`src/swg_pkg.sv`:
```
// Shared types and constants for the swipe gesture detector.
package swg_pkg;

  localparam int DIST_BITS_DEF = 13;
  localparam int THR_W         = 13;
  localparam int TIMEOUT_W     = 16;
  localparam int CFG_W         = 16;
  localparam int STATUS_W      = 8;
  localparam int FLAG_W        = 12;
  localparam int GEST_W        = 3;

  localparam logic [THR_W-1:0]     THR_RESET     = 13'd200;
  localparam logic [TIMEOUT_W-1:0] TIMEOUT_RESET = 16'd1000;
  localparam logic [TIMEOUT_W-1:0] ELAPSED_MAX   = 16'hFFFF;

  typedef enum logic {
    REG_NEAR_THRESHOLD = 1'b0,
    REG_WINDOW_TIMEOUT = 1'b1
  } cfg_reg_t;

  typedef enum logic {
    REQ_SAMPLE = 1'b0,
    REQ_TICK   = 1'b1
  } req_kind_t;

  typedef enum logic [GEST_W-1:0] {
    GEST_NONE = 3'd0,
    GEST_DU   = 3'd1,
    GEST_UD   = 3'd2,
    GEST_LR   = 3'd3,
    GEST_RL   = 3'd4
  } gesture_t;

  // Per-sensor proximity, bit 0 left, bit 1 center, bit 2 right.
  typedef struct packed {
    logic [2:0] near;
    logic [2:0] far;
  } sense_t;

  typedef struct packed {
    logic                 running;
    logic [TIMEOUT_W-1:0] elapsed;
    logic                 clear_flags;
  } win_state_t;

endpackage

```
`src/swg_rules.sv`:
```
// Progress flag rules and gesture selection for one sensor sample.
module swg_rules (
  input  swg_pkg::sense_t                sense,
  input  logic [swg_pkg::FLAG_W-1:0]     flags,
  output logic [swg_pkg::FLAG_W-1:0]     flags_next,
  output swg_pkg::gesture_t              gesture
);

  localparam int L = 0;
  localparam int C = 1;
  localparam int R = 2;

  always_comb begin
    logic [swg_pkg::FLAG_W-1:0] f;
    logic [2:0] n;
    logic [2:0] fr;
    n  = sense.near;
    fr = sense.far;
    f  = flags;
    // Rules apply in order; each one sees the flags set by the ones above it.
    if (n[L] && !f[1] && !f[2] && fr[C] && fr[R]) f[0] = 1'b1;
    if (n[R] && !f[1] && f[0] && fr[C]) f[1] = 1'b1;
    if (n[C] && f[1] && f[0]) f[2] = 1'b1;

    if (n[C] && !f[4] && !f[5] && fr[L] && fr[R]) f[3] = 1'b1;
    if (n[R] && !f[5] && f[3] && fr[L]) f[4] = 1'b1;
    if (n[L] && f[4] && f[3]) f[5] = 1'b1;

    if (n[L] && !f[7] && !f[8] && fr[C] && fr[R]) f[6] = 1'b1;
    if (n[C] && !f[8] && f[6] && fr[R]) f[7] = 1'b1;
    if (n[R] && f[7] && f[6]) f[8] = 1'b1;

    if (n[R] && !f[10] && !f[11] && fr[C] && fr[L]) f[9] = 1'b1;
    if (n[C] && !f[11] && f[9] && fr[L]) f[10] = 1'b1;
    if (n[L] && f[10] && f[9]) f[11] = 1'b1;

    flags_next = f;
    if (&f[2:0]) begin
      gesture = swg_pkg::GEST_DU;
    end else if (&f[5:3]) begin
      gesture = swg_pkg::GEST_UD;
    end else if (&f[8:6]) begin
      gesture = swg_pkg::GEST_LR;
    end else if (&f[11:9]) begin
      gesture = swg_pkg::GEST_RL;
    end else begin
      gesture = swg_pkg::GEST_NONE;
    end
  end

endmodule

```
`src/swg_window.sv`:
```
// Time window update for one tick request.
module swg_window (
  input  logic                            running,
  input  logic [swg_pkg::TIMEOUT_W-1:0]   elapsed,
  input  logic [swg_pkg::TIMEOUT_W-1:0]   timeout,
  output swg_pkg::win_state_t             win_next
);

  always_comb begin
    logic [swg_pkg::TIMEOUT_W-1:0] e;
    logic                          r;
    r = 1'b1;
    if (!running) begin
      e = '0;
    end else if (elapsed != swg_pkg::ELAPSED_MAX) begin
      e = elapsed + 1'b1;
    end else begin
      e = elapsed;
    end
    win_next.clear_flags = (e > timeout);
    if (win_next.clear_flags) begin
      r = 1'b0;
    end
    win_next.running = r;
    win_next.elapsed = e;
  end

endmodule

```
`src/swipe_gesture_detector.sv`:
```
// Top level of the swipe gesture detector: input stage, state and result register.
//
//   channel | direction | handshake           | payload
//   --------+-----------+---------------------+------------------------------------
//   in      | to block  | in_valid / in_ready | req_type, {left,center,right}_*
//   out     | from block| out_valid/out_ready | gesture
//   cfg     | to block  | cfg_we              | cfg_addr, cfg_wdata
//
// Each request is held in the input register and then moves to the result register,
// which holds its result. One request is taken every cycle unless a finished result
// waits untaken. The rate is set by the single pass through the flag rules,
// which reads and writes the progress flags in the same cycle. Reset clears the flags,
// the window and both valid bits and loads the register defaults. When the result is
// not taken, the input register holds one more request and then in_ready falls.
module swipe_gesture_detector #(
  parameter int DIST_BITS = swg_pkg::DIST_BITS_DEF
) (
  input  logic                           clk,
  input  logic                           rst,
  input  logic                           in_valid,
  output logic                           in_ready,
  input  logic                           req_type,
  input  logic [DIST_BITS-1:0]           left_distance,
  input  logic [swg_pkg::STATUS_W-1:0]   left_status,
  input  logic [DIST_BITS-1:0]           center_distance,
  input  logic [swg_pkg::STATUS_W-1:0]   center_status,
  input  logic [DIST_BITS-1:0]           right_distance,
  input  logic [swg_pkg::STATUS_W-1:0]   right_status,
  output logic                           out_valid,
  input  logic                           out_ready,
  output logic [swg_pkg::GEST_W-1:0]     gesture,
  input  logic                           cfg_we,
  input  logic                           cfg_addr,
  input  logic [swg_pkg::CFG_W-1:0]      cfg_wdata
);

  localparam int CMP_W = (DIST_BITS > swg_pkg::THR_W) ? DIST_BITS : swg_pkg::THR_W;

  logic [swg_pkg::THR_W-1:0]     near_threshold;
  logic [swg_pkg::TIMEOUT_W-1:0] window_timeout;
  logic [swg_pkg::FLAG_W-1:0]    progress_flags;
  logic [swg_pkg::TIMEOUT_W-1:0] window_elapsed;
  logic                          window_running;

  logic                          s1_valid;
  logic                          s1_tick;
  logic [DIST_BITS-1:0]          s1_dist [3];
  logic [swg_pkg::STATUS_W-1:0]  s1_status [3];

  logic                          advance;
  logic [CMP_W-1:0]              thr_ext;
  swg_pkg::sense_t               sense;
  logic [swg_pkg::FLAG_W-1:0]    flags_next;
  swg_pkg::gesture_t             rule_gesture;
  swg_pkg::win_state_t           win_next;

  assign advance  = s1_valid && (!out_valid || out_ready);
  assign in_ready = !s1_valid || advance;
  assign thr_ext  = CMP_W'(near_threshold);

  always_comb begin
    for (int i = 0; i < 3; i++) begin
      sense.near[i] = (CMP_W'(s1_dist[i]) < thr_ext) && (s1_status[i] == '0);
      sense.far[i]  = (CMP_W'(s1_dist[i]) > thr_ext);
    end
  end

  swg_rules u_rules (
    .sense      (sense),
    .flags      (progress_flags),
    .flags_next (flags_next),
    .gesture    (rule_gesture)
  );

  swg_window u_window (
    .running  (window_running),
    .elapsed  (window_elapsed),
    .timeout  (window_timeout),
    .win_next (win_next)
  );

  always_ff @(posedge clk) begin
    if (rst) begin
      near_threshold <= swg_pkg::THR_RESET;
      window_timeout <= swg_pkg::TIMEOUT_RESET;
    end else if (cfg_we) begin
      case (cfg_addr)
        swg_pkg::REG_NEAR_THRESHOLD: near_threshold <= cfg_wdata[swg_pkg::THR_W-1:0];
        swg_pkg::REG_WINDOW_TIMEOUT: window_timeout <= cfg_wdata[swg_pkg::TIMEOUT_W-1:0];
        default: ;
      endcase
    end
  end

  // Input register.
  always_ff @(posedge clk) begin
    if (rst) begin
      s1_valid <= 1'b0;
    end else if (in_ready) begin
      s1_valid <= in_valid;
    end
    if (in_valid && in_ready) begin
      s1_tick      <= (req_type == swg_pkg::REQ_TICK);
      s1_dist[0]   <= left_distance;
      s1_dist[1]   <= center_distance;
      s1_dist[2]   <= right_distance;
      s1_status[0] <= left_status;
      s1_status[1] <= center_status;
      s1_status[2] <= right_status;
    end
  end

  // State update and result register.
  always_ff @(posedge clk) begin
    if (rst) begin
      progress_flags <= '0;
      window_elapsed <= '0;
      window_running <= 1'b0;
      out_valid      <= 1'b0;
    end else begin
      if (advance) begin
        out_valid <= 1'b1;
        if (s1_tick) begin
          window_running <= win_next.running;
          window_elapsed <= win_next.elapsed;
          if (win_next.clear_flags) begin
            progress_flags <= '0;
          end
        end else begin
          progress_flags <= flags_next;
        end
      end else if (out_ready) begin
        out_valid <= 1'b0;
      end
    end
    if (advance) begin
      gesture <= s1_tick ? swg_pkg::GEST_NONE : rule_gesture;
    end
  end

endmodule

```
`config.mk`:
```
export PLATFORM = sky130hd
export DESIGN_NAME = swipe_gesture_detector
export DESIGN_NICKNAME = d
export VERILOG_FILES = /design/src/swg_pkg.sv /design/src/swg_rules.sv /design/src/swg_window.sv /design/src/swipe_gesture_detector.sv
export SDC_FILE = /design/constraint.sdc
export NUM_CORES = 1
export LEC_CHECK = 0
export ABC_CLOCK_PERIOD_IN_PS = 3400
export BUFFER_PORTS_ARGS = -buffer_cell sky130_fd_sc_hd__buf_2
export CAP_MARGIN = 40
export CORE_ASPECT_RATIO = 0.8
export CORE_MARGIN = 2
export CORE_UTILIZATION = 40
export CTS_BUF_LIST = sky130_fd_sc_hd__clkbuf_8
export DETAILED_ROUTE_END_ITERATION = 7
export SLEW_MARGIN = 20
export SYNTH_ARGS = -nofsm -noshare
export SYNTH_HDL_FRONTEND = slang
export SYNTH_SLANG_ARGS = --single-unit
```
`constraint.sdc`:
```
create_clock -name clk -period 3.4 [get_ports clk]
set_clock_uncertainty 0.15 [all_clocks]
set_input_delay 0.34 -clock clk [delete_from_list [all_inputs] [get_ports clk]]
set_output_delay 0.34 -clock clk [all_outputs]
set_load 0.05 [all_outputs]
```
==> summary.txt <==
Global routing
  – Largest net degree at the start of global routing: 65
  – First-pass GRT wire length: 25100 µm
  – Initial antenna violation count: 0
  – Vias in the first global route: 5202
  – Total GRT Usage: 0.199
  – GR Overflow Total: 0

Die
  – Row count: 40
  – Core ar.: 15100 µm²
  – I/O pins: 91
  – Starting Density: 0.411
  – Die ar.: 16500 µm²
  – Die H: 115 µm
  – Die Wd: 143 µm

Final layout
  – P&R area growth vs syn: 38.5%
  – Most common cell after layout, fill and taps aside: nand2_1
  – Final Util: 0.569
  – Fraction of layout cells with a size suffix above 1: 0.254
  – Final instance area: 8600 µm²
  – Commonest non-fill, non-tap cells in the layout: 94 x nand2_1, 90 x buf_2, 79 x dlygate4sd3_1
  – Final net count: 975
  – Ant. Diodes: 0

Worst setup path
  – Critical path capture point type: flop
  – Crit Path Max Fanout: 7
  – Slowest cell on crit path: or3_4
  – CP Depth: 16
  – WP data required: 3.60 ns
  – CP startpoint kind: flop
  – Crit path largest cell delay: 0.44 ns
  – Crit path max-delay family: simple AND/OR/NAND/NOR gates
  – Setup crit end: progress_flags[10]$_SDFFE_PP0P_
  – CP Buf/Inv Count: 3
  – Critical-path cell list: nand4_4 -> or3_4 -> nor4_4 -> buf_4 -> nor4_4 -> xor2_1 -> and2_4 -> ha_4 -> nand2_4 -> a2bb2oi_2 -> a221o_1 -> o211ai_1 -> buf_4 -> a21oi_4 -> buf_6 -> a32o_1
  – RR Startpoint: window_elapsed[4]$_SDFFE_PP0P_
  – CP Launch Point: window_elapsed[4]$_SDFFE_PP0P_
  – R2R depth: 16
  – Reg-to-Reg End: progress_flags[10]$_SDFFE_PP0P_
  – Reg2reg setup slack: -0.22 ns
  – Worst EP arrival: 3.81 ns
  – Crit Path Class: reg -> reg

Synthesis
  – EDFF count, synth: 67
  – Post-synth top flop: edfxtp_1
  – Post-synth top area share: 0.324
  – Synth top area cells: edfxtp_1 32%, dfxtp_1 19%, ha_1 11%, nand2_1 5.9%, a21oi_1 4.4%
  – Synth async-reset ratio: 0
  – Post-Syn Area: 6210 µm²
  – Syn_area_per_cell: 10.1 µm²
  – Sequential-to-total area share from yosys stat: 0.518
  – Synthesized Nets: 754
  – Yosys warns: 0
  – Cells after Synth: 612
  – Top cell type by total area after synthesis: edfxtp_1
  – Synth cell types: 62
  – Flip-flop and latch count after synthesis: 127

STA
  – RSZ-0062 raised after global routing: true
  – FMAX: 276 MHz
  – Slew @ Worst Pin: 0.828 ns
  – Max-slew violation total from the final report: 0
  – Final hold vios: 0
  – Slew margin rel.: 0.447
  – Post-layout min period: 3.62 ns
  – Final Cycle Share: 1.06
  – Worst setup margin: -0.218 ns
  – Setup violators final: 13

CTS
  – CTS root buf: clkbuf_8
  – Clk slew on worst S/H paths: 0.09 ns
  – CTS tree: done
  – CTS max path bufs: 2
  – Worst skew pair latency: 0.46 ns
  – Total CTS buffers: 17
  – H-tree levels: 4
  – Sink Count: 127

Drt
  – Final antenna-violating net count: 0
  – Vias/cell: 5.10
  – WL/cell: 15.2 µm
  – TritonRoute pass-1 iters: 6
  – Detailed-route wire length: 16100 µm
  – Via count: 5381
  – DRT iter0 DRCs: 305
  – DRC viols: 0

Status
  – Status: complete, but fails checks
  – Failing checks: negative setup slack

Pwr
  – Total chip power: 3.49 mW
  – Leak Pwr: 3.57 nW
  – Pwr Density: 406 nW/µm²
  – Max VDD drop: 238 µV

Placement
  – Global placement routability congestion: 0.894
  – HPWL after DPL: 11200 µm
  – # port buffers: 90
  – Area post-placement: 7170 µm²

Worst hold path
  – Min-delay worst type: in -> reg
  – Hold_sp: cfg_wdata[5]

Job
  – Total of max-cap violations: 0
==> cells in the mapped netlist, drive strengths merged (8+ instances only) <==
cell type   n
nand2      98
ha         56
a31oi       8
nor4       13
o21ai      22
clkbuf     15
nor3        9
o211ai      9
inv        42
edfxtp     67
nand3      17
nor2       43
dfxtp      60
nand4      12
a21oi      55
==> routing by layer <==
| metal | track usage | wire length (µm) | share of wire |
|---|---|---|---|
| met5 | 0 | 0 | 0 |
| met4 | 0.0850 | 361 | 0.022 |
| met3 | 0.0467 | 792 | 0.049 |
| met2 | 0.317 | 7370 | 0.46 |
| met1 | 0.263 | 7530 | 0.47 |
==> power by group <==
| part | leakage (nW) | switching [mW] | internal [mW] | total [mW] |
|---|---|---|---|---|
| clock | 0.209 | 0.670 | 0.736 | 1.41 |
| sequential | 1.15 | 0.0271 | 1.68 | 1.71 |
| combinational | 2.22 | 0.198 | 0.177 | 0.375 |
==> per-stage QoR <==
stage | setup WS, ns | hold slack (ns) | TNS (ns) | instances
after floorplan | 0.0928 | 0.286 | 0 | 612
after global placement | 0.107 | 0.298 | 0 | 935
after detailed placement | -0.0148 | 0.302 | -0.0221 | 936
after CTS | 0.00254 | 0.000843 | 0 | 1048
after global routing | -0.302 | 0.0313 | -3.41 | 1056
final | -0.218 | 0.0167 | -2.01 | 1056
==> layout make-up <==
type / count / area (µm²)
fill: 1287 / 6520
clock inverter: 15 / 188
inverter: 44 / 165
sequential: 127 / 3220
multi-input combinational: 422 / 2890
clock buffer: 17 / 234
timing repair buffer: 221 / 1640
tap: 210 / 263
==> worst reg2reg max path, delay by kind of cell (launching register included) <==
| kind | cells | cell delay, ns |
|---|---|---|
| adder cells (fa/ha/maj) | 1 | 0.28 |
| AO/OA/AOI/OAI | 5 | 0.80 |
| XOR/XNOR | 1 | 0.18 |
| buffers and inverters | 3 | 0.51 |
| flip-flops | 1 | 0.36 |
| AND/OR/NAND/NOR | 6 | 1.22 |
==> worst min path at each step <==
stage | slack, ns | to | cells after the start
after floorplan | 0.29 | near_threshold[10]$_SDFFE_PP0P_ | 2
after global placement | 0.30 | window_timeout[15]$_SDFFE_PP0P_ | 2
after detailed placement | 0.30 | near_threshold[8]$_SDFFE_PP0P_ | 2
after CTS | 0.0008 | near_threshold[5]$_SDFFE_PP0P_ | 3
after global routing | 0.03 | near_threshold[5]$_SDFFE_PP0P_ | 3
final | 0.02 | near_threshold[5]$_SDFFE_PP0P_ | 3
==> logic make-up after synthesis <==
group,after synthesis,share of synthesized area
buffers and inverters,63,0.0385
adders and majority gates,56,0.113
DFF,127,0.518
muxes,5,0.00927
AOI/OAI and AO/OA,129,0.131
and+or+nand+nor,222,0.177
xor gates and xnor gates,10,0.0141
==> what timing repair did <==
| action | in CTS | in global routing |
|---|---|---|
| buffers inserted | 1 | 7 |
| resized for setup | 11 | 26 |
| hold buffers | 79 | 0 |
| endpoints found under the setup margin | 9 | 13 |
| pin swaps | 0 | 22 |
| endpoints found under the hold margin | 84 | 0 |
==> flip-flops by register name, summed over array words and instances (netlist names), 3 cells and up <==
signal / count
s1_status: 24
gesture: 3
progress_flags: 12
window_elapsed: 16
s1_dist: 39
near_threshold: 13
window_timeout: 16
Power figures use the tool's default switching activity.
